<file path="config.mk">
export PLATFORM = sky130hd
export DESIGN_NAME = fps_index
export DESIGN_NICKNAME = d
export VERILOG_FILES = /design/src/hw/rtl/fps_pkg.sv /design/src/hw/rtl/fps_index.sv
export SDC_FILE = /design/constraint.sdc
export NUM_CORES = 1
export LEC_CHECK = 0
export BUFFER_PORTS_ARGS = -buffer_cell sky130_fd_sc_hd__buf_2
export CORE_MARGIN = 4
export CORE_UTILIZATION = 43
export DETAILED_ROUTE_END_ITERATION = 8
export PLACE_DENSITY = 0.8
export SLEW_MARGIN = 20
export SYNTH_ARGS = -nofsm -noshare
export SYNTH_HDL_FRONTEND = slang
export SYNTH_SLANG_ARGS = --single-unit
export TNS_END_PERCENT = 30
</file>
<file path="constraint.sdc">
create_clock -name i_clk -period 3.9 [get_ports i_clk]
set_clock_uncertainty 0.15 [all_clocks]
set_input_delay 0.78 -clock i_clk [delete_from_list [all_inputs] [get_ports i_clk]]
set_output_delay 0.78 -clock i_clk [all_outputs]
set_load 0.05 [all_outputs]
</file>
<file path="src/hw/rtl/fps_pkg.sv">
// Types, codes and helper functions of the flowlet path selector.
package fps_pkg;

    localparam int KEY_W   = 64;
    localparam int TIME_W  = 48;
    localparam int ROUTE_W = 32;
    localparam int GAP_W   = 32;

    // Configuration register indexes
    localparam logic CFG_IS_EDGE     = 1'b0;
    localparam logic CFG_FLOWLET_GAP = 1'b1;

    localparam logic [GAP_W-1:0] FLOWLET_GAP_RESET = 32'd100000;

    // Verdict codes on o_verdict
    localparam logic [1:0] VERDICT_ROUTED   = 2'd0;
    localparam logic [1:0] VERDICT_RECEIVER = 2'd1;
    localparam logic [1:0] VERDICT_HOP_ERR  = 2'd2;

    typedef struct packed {
        logic               valid;
        logic [KEY_W-1:0]   key;
        logic [TIME_W-1:0]  last_seen;
        logic [ROUTE_W-1:0] route;
    } t_entry;

    function automatic logic [KEY_W-1:0] flow_key(
        input logic [31:0] dest_ip,
        input logic [15:0] src_port,
        input logic [15:0] dst_port,
        input logic [15:0] prio_group
    );
        return {dest_ip, src_port, prio_group | dst_port};
    endfunction

    function automatic logic [31:0] fold_key(input logic [KEY_W-1:0] key);
        return key[31:0] ^ key[63:32];
    endfunction

    function automatic logic [7:0] path_byte(
        input logic [ROUTE_W-1:0] route,
        input logic [1:0]         hop
    );
        return 8'(route >> {hop, 3'b000});
    endfunction

endpackage

</file>
<file path="src/hw/rtl/fps_index.sv">
// Table index unit: folded key modulo the table depth by reciprocal multiply.
module fps_index
    import fps_pkg::*;
#(
    parameter int TABLE_DEPTH = 1024
) (
    input  logic                           i_clk,
    input  logic                           i_rst_n,
    input  logic                           i_start,
    input  logic [31:0]                    i_folded,
    output logic                           o_done,
    output logic [$clog2(TABLE_DEPTH)-1:0] o_index
);

    localparam int IDX_W = $clog2(TABLE_DEPTH);
    localparam int REM_W = IDX_W + 1;
    localparam logic [31:0]      RECIP   = 32'((64'd1 << 32) / TABLE_DEPTH);
    localparam logic [31:0]      DEPTH_W = 32'(TABLE_DEPTH);
    localparam logic [REM_W-1:0] DEPTH_R = REM_W'(TABLE_DEPTH);

    typedef enum logic [1:0] {IX_IDLE, IX_MUL, IX_SUB, IX_FIX} t_ix_state;

    t_ix_state        r_state;
    logic [31:0]      r_x;
    logic [31:0]      r_q;
    logic [REM_W-1:0] r_rem;
    logic [63:0]      prod;

    assign prod = 64'(r_x) * 64'(RECIP);

    always_ff @(posedge i_clk) begin
        if (!i_rst_n) begin
            r_state <= IX_IDLE;
        end else begin
            unique case (r_state)
                IX_IDLE: begin
                    if (i_start) begin
                        r_x     <= i_folded;
                        r_state <= IX_MUL;
                    end
                end
                IX_MUL: begin
                    // quotient estimate, low by at most one
                    r_q     <= prod[63:32];
                    r_state <= IX_SUB;
                end
                IX_SUB: begin
                    r_rem   <= REM_W'(r_x - 32'(r_q * DEPTH_W));
                    r_state <= IX_FIX;
                end
                IX_FIX: begin
                    r_state <= IX_IDLE;
                end
                default: r_state <= IX_IDLE;
            endcase
        end
    end

    assign o_done  = (r_state == IX_FIX);
    assign o_index = (r_rem >= DEPTH_R) ? IDX_W'(r_rem - DEPTH_R) : IDX_W'(r_rem);

endmodule

</file>
[Word level (Yosys, flattened, before mapping)]
Cells that the tools add are included.
Cells by class
  $add $sub $neg: 2
  magnitude comparators: 1
  eq/ne operators: 4
  mux-type cells: 3
  reductions and logical operators: 4
Operators with widths (number)
  greater-or-equal comparator 11 bit (second input constant): 1
  subtractor 11 bit: 1
  two-way mux 10 bit: 1
  subtractor 10 x 1 -> 10 bit (second input constant): 1
  one-hot mux 2 bit (4 select lines): 1
  equality test 2 bit (second input constant): 2
  AND reduction 2 bit: 2
  AND reduction 3 bit: 1
  equality test 2 x 1 -> 1 bit (second input constant): 1
  zero test 2 bit: 1
  two-way mux 2 bit: 1
  != test 2 bit (second input constant): 1
Storage, ports and cells
  register bits after elaboration: 25
  bits of input ports: 35
  logic and storage cells: 18

[Logic depth before layout (Yosys ltp)]
  depth in word-level cells: 2
  mapped depth: 4
  mapped depth without buffers: 4

[Least setup slack after synthesis]
Ideal clock, no wire load.
  path kind: reg2out
  from: register r_state[1]
  to: output o_done
  arrival: 805 ps
  required time: 2970 ps
  slack: 2165 ps
  cell stages (with the launch flop): 2
  path through: dfxtp_1 -> ha_1
On the way
  longest elaborated chain between the ends: 1
Ends and longest elaborated chain
  from (decl): line fps_index.sv:23  | t_ix_state r_state;
  from (signal assigned): line fps_index.sv:33  | r_state <= IX_IDLE;
  from (signal assigned): line fps_index.sv:39  | r_state <= IX_MUL;
  from (signal assigned): line fps_index.sv:45  | r_state <= IX_SUB;
  equality test 2 bit: line fps_index.sv:59  | assign o_done = (r_state == IX_FIX);
  to (decl): line fps_index.sv:11  | output logic o_done,
Every way passes these cells.

[Worst setup path after layout]
Same ends and word-level chain as after synthesis.

==> flow_summary.yaml <==
run_status:
  run_status: "completed"
sta:
  timing.final.hold_violations: 0
  whs_ns: 0.277
  setup_total_negative_slack_ns: 0
  finalMaxSlewViolations: 0
  clock.fmax_ghz: 0.499
  final_period_minus_worst_setup_slack_ns: 2.00
  period_share: 0.513
  worstMarginPinSlew_ns: 0.404
  rsz_0062_raised_after_global_routing: "no"
  report.final.setup_viol: 0
  relSlewSlack: 0.730
final_layout:
  finalNetCount: 102
  insertedDiodeCount: 0
  utilization: 0.575
  most_frequent_standard_cell_in_the_layout_excluding_fill_and_tap_cells: "sky130_fd_sc_hd__buf_2"
  synthToLayoutAreaGrowth_pct: 21.7
  layout.cells.most_common_list: "sky130_fd_sc_hd__buf_2 (23), sky130_fd_sc_hd__edfxtp_1 (20), sky130_fd_sc_hd__ha_1 (3), sky130_fd_sc_hd__clkbuf_4 (3)"
  drive_above_1_share: 0.444
worst_setup_path:
  cp.arrival_ns: 1.07
  setup.worst_path.start_class: "flip-flop"
  timing.setup.critical_path_class: "reg2out"
  register_to_register_setup_slack_ns: 2.46
  biggest_fanout_along_the_worst_timing_path: 4
  cp-end-kind: "output port"
  critical_path_required_ns: 2.97
synth:
  synth_cells: 36
  syn-mean-instance-area_um2: 20.7
  ys.warnings.count: 0
  syn-cell-area_um2: 744
  post_synth_num_cell_types: 12
  synth_sequential_area_ratio: 0.861
  synth_nets: 74
  synth.ff_latch_count: 22
placement:
  finalWeightedCongestion: 0.666
  place.detailed.hpwl_um: 662
  portBuffers: 23
floorplan:
  fp.dieArea_um2: 2460
  coreArea_um2: 1580
  io_pins: 46
  chipWidth_um: 49.6
  die_y_um: 49.6
  initial_utilization: 0.472
  cell_rows: 14
clock_tree:
  cts_tree: "built"
  cts_sinks: 22
  htree_num_levels: 1
  holdBufCountCts: 0
  post_cts.repair.setup_buffers: 0
  clk_root_buffer_cell: "sky130_fd_sc_hd__clkbuf_4"
  post_cts.resized_instances: 0
  cts_buffers: 3
  clk_pin_slew_ns: 0.10
  insertion_delay_ns: 0.29
  cts_max_path_buffers: 2
route:
  drt_first_pass_iters: 2
  drt-initial-drc-count: 4
  post-route-drc-count: 0
  wl_per_cell_um: 10.4
  route.antenna.remaining_nets: 0
  post_drt_via_cell_ratio: 4.63
  num_vias: 366
  finalWirelength_um: 818
pwr:
  post-layout-total-power_uw: 559
  power.density_nw_per_um2: 617
  static-leakage-power_nw: 0.364
  max-vdd-ir-drop_mv: 0.294
worst_hold_path:
  timing.hold.worst.class: "reg2reg"
grt:
  grt_usage: 0.0721
  grt_start_max_net_pins: 13
  grt_pass1_vias: 316
  global_route.overflow_total: 0
  grt_first_pass_wirelength_um: 1260
  antenna_found_initial: 0
flow_run:
  cap_viol_max_count: 0
-- critical path, cell delays in order (launching register included) --
cell                      delay (ns)
sky130_fd_sc_hd__dfxtp_1        0.38
sky130_fd_sc_hd__ha_1           0.15
sky130_fd_sc_hd__buf_2          0.25
-- area by class of cell --
type                       instances  area, µm²
inverter                           2       7.51
tap                               16       20.0
timing repair buffer              23        115
multi-input combinational         12       96.3
sequential                        22        641
clock inverter                     1       3.75
clock buffer                       3       22.5
fill                             120        671
-- cells by family (layout without fill, tap and decap cells) --
kind of cell / count (synthesis) / count (layout) / synth area share
DFF: 22 / 22 / 0.861
and+or+nand+nor: 6 / 6 / 0.0521
adders and majority gates: 3 / 3 / 0.0504
AOI/OAI and AO/OA: 2 / 2 / 0.0134
buffers and inverters: 2 / 29 / 0.0101
muxes: 1 / 1 / 0.0134
-- state kept, by name, summed over array words and instances (netlist names) --
signal	count
r_rem	10
r_state	2
r_x	10
-- stage by stage --
stage          setup slack (ns)  std cells  area (µm²)
3_3_place_gp               2.13         75         880
4_1_cts                    1.87         79         906
5_1_grt                    1.81         79         906
2_1_floorplan              2.16         36         744
3_5_place_dp               2.11         75         880
6_report                   1.90         79         906
-- routing by layer --
metal	global-route usage	up-vias	wire length [µm]
met5	0	-	0
li1	-	186	-
met2	0.123	13	451
met3	0.0271	2	61
met1	0.0629	165	284
met4	0.0691	0	21
-- final timing paths --
path	cells past startpoint	end	from
worst max-delay path	2	o_done	r_state[1]
worst min-delay path	0	r_rem[6]	r_x[6]
worst max register to register	3	r_rem[4]	r_state[0]
worst min register to register	0	r_rem[6]	r_x[6]
-- Yosys cell counts (all sizes together) --
| library cell | number | share of area |
|---|---|---|
| a21oi | 1 | 0.0067 |
| and2 | 1 | 0.0084 |
| and3 | 1 | 0.010 |
| dfxtp | 2 | 0.054 |
| edfxtp | 20 | 0.81 |
| ha | 3 | 0.050 |
| inv | 2 | 0.010 |
| mux2i | 1 | 0.013 |
| nand2 | 2 | 0.010 |
| nor2 | 1 | 0.0050 |
| nor2b | 1 | 0.018 |
| o21ai | 1 | 0.0067 |
-- report_power, final --
part / internal [mW] / total (mW) / switching (mW)
logic: 0.0449 / 0.143 / 0.0977
registers: 0.307 / 0.322 / 0.0147
clock network: 0.0371 / 0.0943 / 0.0572
Note: power is estimated with default switching activity, not from simulation.
